==> src/rtl/core/ple_pkg.sv <==
package ple_pkg;

    // Input command codes.
    localparam logic CMD_TICK  = 1'b0;
    localparam logic CMD_WRITE = 1'b1;

    // Internal segment index width; table_length can reach 31.
    localparam int SEG_W = 5;

    // trunc(n / 100) = (n * DIV_RECIP) >> DIV_SHIFT for every n below 2**23.
    localparam logic [23:0] DIV_RECIP = 24'd10737419;
    localparam int          DIV_SHIFT = 30;

    typedef struct packed {
        logic               command;
        logic [3:0]         entry_index;
        logic [7:0]         entry_base;
        logic [7:0]         entry_steps;
        logic signed [15:0] entry_slope;
    } in_item_t;

    typedef struct packed {
        logic [7:0] brightness;
        logic [3:0] segment_now;
        logic [7:0] step_now;
    } out_item_t;

    // One table entry: slope in the upper half, then steps, then base.
    typedef struct packed {
        logic signed [15:0] slope;
        logic [7:0]         steps;
        logic [7:0]         base;
    } seg_t;

    // Everything the arithmetic needs for one tick.
    typedef struct packed {
        logic [7:0]         base;
        logic signed [15:0] slope;
        logic [7:0]         step;
        logic [3:0]         seg_idx;
    } slice_t;

endpackage

==> src/rtl/core/piecewise_linear_envelope.sv <==
// A tick's result moves from a_reg through the b and c registers to the output
// register. Throughput: one transaction per cycle while item_stall is low, ticks
// and table writes alike; the segment table is a single memory with one write and
// one registered read each cycle. A table write yields no result. Reset (rst_n,
// asynchronous, active low) clears the sequencer state, the table length and the
// pipeline; table contents are undefined until written.
module piecewise_linear_envelope
    import ple_pkg::*;
#(
    parameter int TABLE_DEPTH = 16
)
(
    input  logic       clk,
    input  logic       rst_n,
    input  logic       item_valid,
    output logic       item_stall,
    input  in_item_t   item,
    output logic       result_valid,
    input  logic       result_stall,
    output out_item_t  result,
    input  logic       table_length_we,
    input  logic [4:0] table_length_data
);

    localparam int AW = (TABLE_DEPTH > 1) ? $clog2(TABLE_DEPTH) : 1;

    seg_t             mem [TABLE_DEPTH];
    seg_t             rdata_reg;
    seg_t             cur_reg;
    logic             started_reg;
    logic             pending_reg;
    logic [SEG_W-1:0] seg_idx_reg;
    logic [7:0]       step_reg;
    logic [4:0]       table_length_reg;
    logic             a_valid_reg;
    slice_t           a_reg;

    logic             unit_ready;
    logic             tick_acc;
    logic             wr_acc;
    logic             mem_we;
    logic [AW-1:0]    wr_addr;
    seg_t             wr_data;
    logic [4:0]       len_eff;
    seg_t             seg_src;
    logic [SEG_W-1:0] idx_use;
    logic [7:0]       step_use;
    logic [7:0]       step_inc;
    logic             adv;
    logic [SEG_W:0]   idx_inc;
    logic [SEG_W-1:0] next_idx;
    logic             load_now;
    logic             rd_en;
    logic [AW-1:0]    rd_addr;
    logic             started_next;
    logic             pending_next;
    logic [SEG_W-1:0] seg_idx_next;
    logic [7:0]       step_next;
    slice_t           a_next;

    assign item_stall = a_valid_reg && !unit_ready;
    assign tick_acc   = item_valid && !item_stall && (item.command == CMD_TICK);
    assign wr_acc     = item_valid && !item_stall && (item.command == CMD_WRITE);
    assign mem_we     = wr_acc && (32'(item.entry_index) < TABLE_DEPTH);
    assign wr_addr    = AW'(item.entry_index);
    assign wr_data    = '{slope: item.entry_slope, steps: item.entry_steps,
                          base: item.entry_base};

    always_comb
    begin
        len_eff = (32'(table_length_reg) > TABLE_DEPTH) ? 5'(TABLE_DEPTH)
                                                         : table_length_reg;
        // Until the first tick, and after a load, the segment sits in the read register.
        seg_src  = (pending_reg || !started_reg) ? rdata_reg : cur_reg;
        idx_use  = started_reg ? seg_idx_reg : '0;
        step_use = started_reg ? step_reg : 8'd0;
        step_inc = step_use + 8'd1;
        adv      = (step_inc == seg_src.steps);
        idx_inc  = {1'b0, idx_use} + 1'b1;
        next_idx = (idx_inc >= {{(SEG_W + 1 - 5){1'b0}}, len_eff}) ? '0
                                                                      : idx_inc[SEG_W-1:0];

        started_next = started_reg;
        pending_next = pending_reg;
        seg_idx_next = seg_idx_reg;
        step_next    = step_reg;
        load_now     = 1'b0;

        a_next.base    = 8'd0;
        a_next.slope   = 16'sd0;
        a_next.step    = 8'd0;
        a_next.seg_idx = 4'd0;

        if (tick_acc)
        begin
            if (len_eff == 5'd0)
            begin
                started_next = 1'b0;
            end
            else
            begin
                started_next   = 1'b1;
                load_now       = adv;
                pending_next   = adv;
                seg_idx_next   = adv ? next_idx : idx_use;
                step_next      = adv ? 8'd0 : step_inc;
                a_next.base    = seg_src.base;
                a_next.slope   = seg_src.slope;
                a_next.step    = step_use;
                a_next.seg_idx = idx_use[3:0];
            end
        end

        // While stopped, keep entry 0 fresh so the first tick can use it at once.
        rd_en   = load_now || !started_next;
        rd_addr = load_now ? AW'(next_idx) : '0;
    end

    always_ff @(posedge clk or negedge rst_n)
    begin
        if (!rst_n)
        begin
            started_reg      <= 1'b0;
            pending_reg      <= 1'b0;
            seg_idx_reg      <= '0;
            step_reg         <= 8'd0;
            table_length_reg <= 5'd0;
            a_valid_reg      <= 1'b0;
        end
        else
        begin
            started_reg <= started_next;
            pending_reg <= pending_next;
            seg_idx_reg <= seg_idx_next;
            step_reg    <= step_next;
            if (table_length_we)
            begin
                table_length_reg <= table_length_data;
            end
            if (!item_stall)
            begin
                a_valid_reg <= tick_acc;
            end
        end
    end

    always_ff @(posedge clk)
    begin
        if (tick_acc)
        begin
            a_reg <= a_next;
            if (len_eff != 5'd0)
            begin
                cur_reg <= seg_src;
            end
        end
    end

    // Segment table: one write port, one registered read port with write forwarding.
    always_ff @(posedge clk)
    begin
        if (mem_we)
        begin
            mem[wr_addr] <= wr_data;
        end
        if (rd_en)
        begin
            if (mem_we && (wr_addr == rd_addr))
            begin
                rdata_reg <= wr_data;
            end
            else
            begin
                rdata_reg <= mem[rd_addr];
            end
        end
    end

    ple_slope_unit u_slope_unit (
        .clk          (clk),
        .rst_n        (rst_n),
        .in_valid     (a_valid_reg),
        .in_ready     (unit_ready),
        .in_slice     (a_reg),
        .result_valid (result_valid),
        .result_stall (result_stall),
        .result       (result)
    );

endmodule

==> src/rtl/core/ple_slope_unit.sv <==
module ple_slope_unit
    import ple_pkg::*;
(
    input  logic      clk,
    input  logic      rst_n,
    input  logic      in_valid,
    output logic      in_ready,
    input  slice_t    in_slice,
    output logic      result_valid,
    input  logic      result_stall,
    output out_item_t result
);

    logic               b_valid_reg;
    logic signed [23:0] b_prod_reg;
    logic [7:0]         b_base_reg;
    logic [7:0]         b_step_reg;
    logic [3:0]         b_idx_reg;

    logic               c_valid_reg;
    logic [7:0]         c_quot_reg;
    logic               c_neg_reg;
    logic [7:0]         c_base_reg;
    logic [7:0]         c_step_reg;
    logic [3:0]         c_idx_reg;

    logic               out_valid_reg;
    out_item_t          out_reg;

    logic               ready_out;
    logic               ready_c;
    logic               ready_b;
    logic signed [23:0] prod_next;
    logic               neg_next;
    logic [22:0]        mag_next;
    logic [46:0]        recip_next;
    logic [7:0]         quot_signed;
    out_item_t          out_next;

    assign ready_out = !out_valid_reg || !result_stall;
    assign ready_c   = !c_valid_reg || ready_out;
    assign ready_b   = !b_valid_reg || ready_c;
    assign in_ready  = ready_b;

    always_comb
    begin
        prod_next  = in_slice.slope * $signed({1'b0, in_slice.step});
        neg_next   = b_prod_reg[23];
        mag_next   = 23'(neg_next ? -b_prod_reg : b_prod_reg);
        recip_next = {24'd0, mag_next} * {23'd0, DIV_RECIP};
        // Only the low byte of the quotient survives the final wrap to 8 bits.
        quot_signed          = c_neg_reg ? (8'd0 - c_quot_reg) : c_quot_reg;
        out_next.brightness  = c_base_reg + quot_signed;
        out_next.segment_now = c_idx_reg;
        out_next.step_now    = c_step_reg;
    end

    always_ff @(posedge clk or negedge rst_n)
    begin
        if (!rst_n)
        begin
            b_valid_reg   <= 1'b0;
            c_valid_reg   <= 1'b0;
            out_valid_reg <= 1'b0;
        end
        else
        begin
            if (ready_b)
            begin
                b_valid_reg <= in_valid;
            end
            if (ready_c)
            begin
                c_valid_reg <= b_valid_reg;
            end
            if (ready_out)
            begin
                out_valid_reg <= c_valid_reg;
            end
        end
    end

    always_ff @(posedge clk)
    begin
        if (ready_b && in_valid)
        begin
            b_prod_reg <= prod_next;
            b_base_reg <= in_slice.base;
            b_step_reg <= in_slice.step;
            b_idx_reg  <= in_slice.seg_idx;
        end
        if (ready_c && b_valid_reg)
        begin
            c_quot_reg <= recip_next[DIV_SHIFT + 7:DIV_SHIFT];
            c_neg_reg  <= neg_next;
            c_base_reg <= b_base_reg;
            c_step_reg <= b_step_reg;
            c_idx_reg  <= b_idx_reg;
        end
        if (ready_out && c_valid_reg)
        begin
            out_reg <= out_next;
        end
    end

    assign result_valid = out_valid_reg;
    assign result       = out_reg;

endmodule

==> config.mk <==
export PLATFORM = sky130hd
export DESIGN_NAME = piecewise_linear_envelope
export DESIGN_NICKNAME = d
export VERILOG_FILES = /design/src/rtl/core/ple_pkg.sv /design/src/rtl/core/piecewise_linear_envelope.sv /design/src/rtl/core/ple_slope_unit.sv
export SDC_FILE = /design/constraint.sdc
export NUM_CORES = 2
export LEC_CHECK = 0
export ABC_AREA = 1
export BUFFER_PORTS_ARGS = -buffer_cell sky130_fd_sc_hd__clkbuf_2
export CAP_MARGIN = 15
export CORE_UTILIZATION = 44
export DETAILED_ROUTE_END_ITERATION = 16
export GPL_TIMING_DRIVEN = 0
export PLACE_DENSITY = 0.69
export SETUP_SLACK_MARGIN = 0.1
export SYNTH_ARGS = -nofsm -noshare
export SYNTH_HDL_FRONTEND = slang
export SYNTH_SLANG_ARGS = --single-unit
==> constraint.sdc <==
create_clock -name clk -period 7.8 [get_ports clk]
set_clock_uncertainty 0.2 [all_clocks]
set_input_delay 0 -clock clk [delete_from_list [all_inputs] [get_ports clk]]
set_output_delay 0 -clock clk [all_outputs]
set_load 0.05 [all_outputs]
# Yosys cells after proc, flatten, opt, wreduce, memory -nomap -nowiden

Memories as Yosys holds them, arrays and structs flattened. A register that Yosys moved wholly into a read port is not among the register bits.
Cells that the tools add are included.

Input port bits: 47
Logic and storage cells: 81
Bits in registers: 185
Output and inout bits: 22
Memory bits (writable): 512
Memories: 1

Multiplexer cells: 16
Add/subtract/negate cells: 5
Bitwise gates (word level): 2
Eq/ne operators: 1
Magnitude comparators: 2
Reduce and logical (&&, ||, !) cells: 24
Multiply operators: 2

Memory list:

| name | depth | bits a word | read ports | clocked after Yosys merged registers in | write ports | RTL line                        | source |
|---|---|---|---|---|---|---|---|
| mem  | 16    | 32          | 1          | 1                                       | 1           | piecewise_linear_envelope.sv:27 | `seg_t mem [TABLE_DEPTH];` |

Operators by type and width:

| operator                                             | number |
|---|---|
| multiplier 23 x 24 -> 38 bit (second input constant) | 1 |
| 2-to-1 mux 32 bit                                    | 1 |
| multiplier 16 x 9 -> 24 bit                          | 1 |
| 2-to-1 mux 8 bit                                     | 3 |
| 2-to-1 mux 23 bit                                    | 1 |
| negator 23 bit                                       | 1 |
| 2-to-1 mux 5 bit                                     | 4 |
| adder 8 x 1 -> 8 bit (second input constant)         | 1 |
| adder 8 bit                                          | 1 |
| equality test 8 bit                                  | 1 |
| logical NOT 1 bit                                    | 8 |
| subtractor 1 x 8 -> 8 bit (first input constant)     | 1 |
| logical AND 1 bit                                    | 7 |
| adder 5 x 1 -> 6 bit (second input constant)         | 1 |
| greater-or-equal comparator 6 x 5 -> 1 bit           | 1 |
| 2-to-1 mux 1 bit                                     | 6 |
| > comparator 5 bit (second input constant)           | 1 |
| logical NOT 5 bit                                    | 1 |
| logical OR 1 bit                                     | 5 |
| nonzero test 5 bit                                   | 1 |
| 2-to-1 mux 4 bit                                     | 1 |
| AND reduction 2 bit                                  | 2 |
| inverter 1 bit                                       | 2 |

# Logic depth before layout (Yosys ltp)

Depth after elaboration: 12
Gate-level depth with buffers: 34
Gate-level depth less buffers: 34

# Hierarchy

A second synthesis with hierarchy kept.

Cells, all modules: 4576
Area, all modules: 45441.1 µm²

Modules (own cells, without submodules):

| module                    | area each (µm²) | cells each | times used | seq. area each (µm²) |
|---|---|---|---|---|
| piecewise_linear_envelope | 28107.0         | 2643       | 1          | 18903.1 |
| ple_slope_unit            | 17334.1         | 1933       | 1          | 2867.8 |

# Worst setup path before layout

OpenSTA, ideal clock, no wires.

Path type: reg2reg
From: reg u_slope_unit.b_prod_reg[0]
To: reg u_slope_unit.c_quot_reg[7] (data pin)
Slack: 0.315 ns
Data arrival time: 7.032 ns
Data required time: 7.348 ns
Clock period less this slack: 7.485 ns
Path buffers: 0
Library setup time: 0.252 ns
Cell stages (with the launch flop): 30
Cell sequence: edfxtp_1 inv_1 ha_1 inv_1 nor2_1 nand3_1 nor3_1 nand2_1 o31ai_1 xor2_1 inv_1 fa_1 inv_1 fa_1 fa_1 inv_1 fa_1 fa_1 fa_1 fa_1 ha_1 nand2_1 inv_1 a21boi_0 o21ai_0 a21oi_1 nand2_1 a31oi_1 nand3b_1 nand2_1

Longest elaborated chain between the ends: 3

RTL lines:

| what                                  | RTL line             | source |
|---|---|---|
| start: declaration                    | ple_slope_unit.sv:15 | `logic signed [23:0] b_prod_reg;` |
| start signal: assignment              | ple_slope_unit.sv:87 | `b_prod_reg <= prod_next;` |
| negator 23 bit                        | ple_slope_unit.sv:49 | `mag_next = 23'(neg_next ? -b_prod_reg : b_prod_reg);` |
| 2-to-1 mux 23 bit (*)                 | ple_slope_unit.sv:49 |  |
| multiplier 23 x 24 -> 38 bit (*)      | ple_slope_unit.sv:50 | `recip_next = {24'd0, mag_next} * {23'd0, DIV_RECIP};` |
| named net u_slope_unit.recip_next[37] | ple_slope_unit.sv:36 | `logic [46:0] recip_next;` |
| end signal: assignment                | ple_slope_unit.sv:94 | `c_quot_reg <= recip_next[DIV_SHIFT + 7:DIV_SHIFT];` |
| end: declaration                      | ple_slope_unit.sv:21 | `logic [7:0] c_quot_reg;` |

Mark *: on every way through the listed nets, which the timed path passes. The rest lies on a longest branch.
A chain may end at the register's enable or synchronous reset.

# Final worst setup path

From: reg u_slope_unit.b_prod_reg[0]
To: reg u_slope_unit.c_quot_reg[6] (data pin)

The elaborated chain is that of the path after synthesis.

==> results.py <==
metrics = {
    "run_status": {
        "status": "completed",
    },
    "flow_run": {
        "cap_violations": 0,
    },
    "synth": {
        "ys_seq_elements": 729,
        "syn_inst": 4348,
        "yosysWarnings": 0,
        "postSynthAreaPerCell_sq_um": 10.1,
        "synth_flop_cell": "edfxtp_1",
        "synth_edf_count": 705,
        "yosysTopAreaCell": "edfxtp_1",
        "syn_area_sq_um": 44000,
        "yosysSeqAreaShare_pct": 49.5,
        "netlist_top_cells_area": "edfxtp_1 (48%), fa_1 (13%), nand2_1 (11%)",
        "netlist.area_leader.share_pct": 48.1,
        "syn_nets": 4934,
        "synth-async-reset-ratio_pct": 3.29,
        "synth.distinct_cells": 45,
    },
    "finish": {
        "stdcell_count": 5964,
        "largest_register_ffs": 512,
        "nNetsFinal": 5195,
        "final_util_pct": 51.3,
        "drive_above_1_share_pct": 10.5,
        "area_delta_synth_final_pct": 15.0,
        "fillers": 8726,
    },
    "min_path": {
        "min_path_type": "in2reg",
        "min_from": "item[36]",
        "holdPathStages": 5,
    },
    "die": {
        "design.die.area_sq_um": 101000,
        "pin_count": 69,
        "die_h_um": 318,
        "floorplan.initialDensity_pct": 44.6,
        "rows": 115,
        "core_area_sq_um": 98700,
        "die-width_um": 318,
    },
    "detailed_routing": {
        "wl_um": 118000,
        "vias_per_cell": 5.24,
        "drt_iter0_drc": 2801,
        "route.detailed.drc": 0,
        "wl_per_cell_um": 19.7,
        "firstDrtPassIters": 6,
        "vias": 31200,
        "postRouteAntennaNets": 0,
    },
    "grt": {
        "grt_max_degree": 34,
        "grt_pass1_vias": 31200,
        "grt_pass1_wl_um": 179000,
        "grt_overflow": 0,
        "antenna_found_initial": 2,
        "track_usage_pct": 23.1,
    },
    "worst_setup_path": {
        "cp-start-kind": "flop",
        "path_class": "reg2reg",
        "r2r_start": "u_slope_unit.b_prod_reg[0]$_DFFE_PP_",
        "critPathMaxStageDelay_ns": 0.61,
        "endpoint": "u_slope_unit.c_quot_reg[6]$_DFFE_PP_",
        "reg2reg_slack_ns": 0.28,
        "critical_path_arrival_ns": 7.71,
        "r2r_end": "u_slope_unit.c_quot_reg[6]$_DFFE_PP_",
        "cp-startpoint": "u_slope_unit.b_prod_reg[0]$_DFFE_PP_",
        "crit_path_max_fanout": 6,
        "reg2regPathDepth": 31,
        "critPathRequiredTime_ns": 7.99,
        "endpoint_kind": "flop",
        "crit_slowest_cell": "fa_2",
    },
    "timing": {
        "final.setup.tns_ns": 0,
        "fin_crit_ns": 7.52,
        "slew_headroom_pct": 37.9,
        "clock.fmax_mhz": 133,
        "final-setup-viol-count": 0,
        "hold_viol": 0,
        "worst_slew_pin_slew_ns": 0.931,
        "slew_viol_final": 0,
        "period_share_pct": 96.4,
        "grt_setup_unrepaired": "true",
    },
    "clocking": {
        "cts_buffers": 80,
        "cts-root-buf": "clkbuf_16",
        "cts_tree": "done",
        "clk_pin_slew_ns": 0.06,
        "insertion_delay_ns": 0.66,
        "htreeDepth": 3,
        "cts_sinks": 729,
        "cts_buffer_depth": 3,
    },
    "place": {
        "place_inst": 5726,
        "hpwl_um": 87500,
        "finalWeightedCongestion": 0.926,
        "place.port_buffers": 67,
    },
}
## worst min path at each step
| stage | endpoint | slack [ns] |
|---|---|---|
| global route | u_slope_unit.result[8]$_DFFE_PP_ | 0.05 |
| CTS | mem[12][3]$_DFFE_PP_ | 0.01 |
| global placement | u_slope_unit.c_valid_reg$_DFFE_PN0P_ | -0.15 |
| finish | mem[12][31]$_DFFE_PP_ | 0.06 |
| detailed placement | a_valid_reg$_DFFE_PN0N_ | -0.14 |
| floorplan | a_valid_reg$_DFFE_PN0N_ | -0.50 |
## timing repair
action,in CTS,in global routing
setup endpoints to repair,8,8
gates resized for setup,34,77
hold buffers,65,0
pin swaps,7,23
setup buffers,8,15
endpoints found under the hold margin,808,0
## worst max-delay path, delay by kind of cell (launching register included)
kind / cells / cell delay, ns
DFF: 1 / 0.44
xor gates and xnor gates: 3 / 0.54
buffers and inverters: 6 / 0.61
adders and majority gates: 8 / 3.47
and+or+nand+nor: 13 / 1.92
AOI/OAI and AO/OA: 1 / 0.13
## through the flow
stage / cell area (sq um) / hold slack [ns] / setup WS (ns)
finish: 50600 / 0.0612 / 0.280
global route: 50600 / 0.0472 / -0.0528
CTS: 50100 / 0.0137 / 0.0760
detailed placement: 46700 / -0.145 / -1.12
global placement: 46000 / -0.149 / -1.08
floorplan: 44000 / -0.496 / 0.315
## per-layer routing
| layer | global-route usage, % | vias up | wire length (um) |
|---|---|---|---|
| met3 | 3.54 | 267 | 8480 |
| met4 | 9.38 | 0 | 5190 |
| met1 | 28.7 | 15100 | 45600 |
| met5 | 0 | - | 0 |
| met2 | 40.3 | 1278 | 58300 |
| li1 | - | 14600 | - |
## Yosys cell counts (2+ instances only)
library cell	count
fa_1	283
o21ai_0	81
nor2_2	5
inv_1	646
clkbuf_1	67
o221ai_1	2
or2_2	30
a21boi_0	2
o211ai_1	9
xor2_1	56
nand2_1	1261
buf_4	19
ha_1	256
nor3_1	15
nand3_1	499
o21bai_1	7
a211oi_1	3
inv_2	9
nand3_2	2
nand3b_1	2
nor3b_1	2
buf_2	92
edfxtp_1	705
a21oi_1	65
o221a_2	2
buf_1	8
a21o_1	4
xnor2_1	25
o31ai_1	8
a31o_2	2
dfrtp_1	24
nand4_1	15
nor2_1	114
nor4_1	4
o21ai_1	5
a32o_1	2
a31oi_1	9
## cell families (layout without fill, tap and decap cells)
kind of cell	after synthesis	after routing	synth area share, %
AOI/OAI and AO/OA	206	206	2.68
adders and majority gates	539	539	20.1
xor gates and xnor gates	81	81	1.61
DFF	729	729	49.5
and+or+nand+nor	1951	1951	18.5
buffers and inverters	842	1169	7.60
other	0	2	0
## layout make-up
| class | instances | area, sq um | area share [%] |
|---|---|---|---|
| Sequential cell | 729 | 21800 | 43.0 |
| Tap cell | 1287 | 1610 | 3.18 |
| Timing Repair Buffer | 179 | 1720 | 3.40 |
| Clock inverter | 45 | 418 | 0.826 |
| Clock buffer | 103 | 2120 | 4.19 |
| Buffer | 186 | 887 | 1.75 |
| Antenna cell | 2 | 5.00 | 0.00989 |
| Inverter | 656 | 2460 | 4.86 |
| Multi-Input combinational cell | 2777 | 19600 | 38.8 |
## placed cells by master (no fill, tap or decap), drive strengths merged, types with 30 or more instances in the layout
master and count:
o21ai 86, xor2 56, ha 256, nand3 501, clkinv 33, or2 30
inv 659, nand2 1262, buf 167, fa 283, a21oi 65, clkbuf 237
nor2 120, edfxtp 705, dlygate4sd3 64
Power is left out: the tool's default activity adds up to more than one toggle a clock period on the data nets, which glitch-free logic cannot reach.
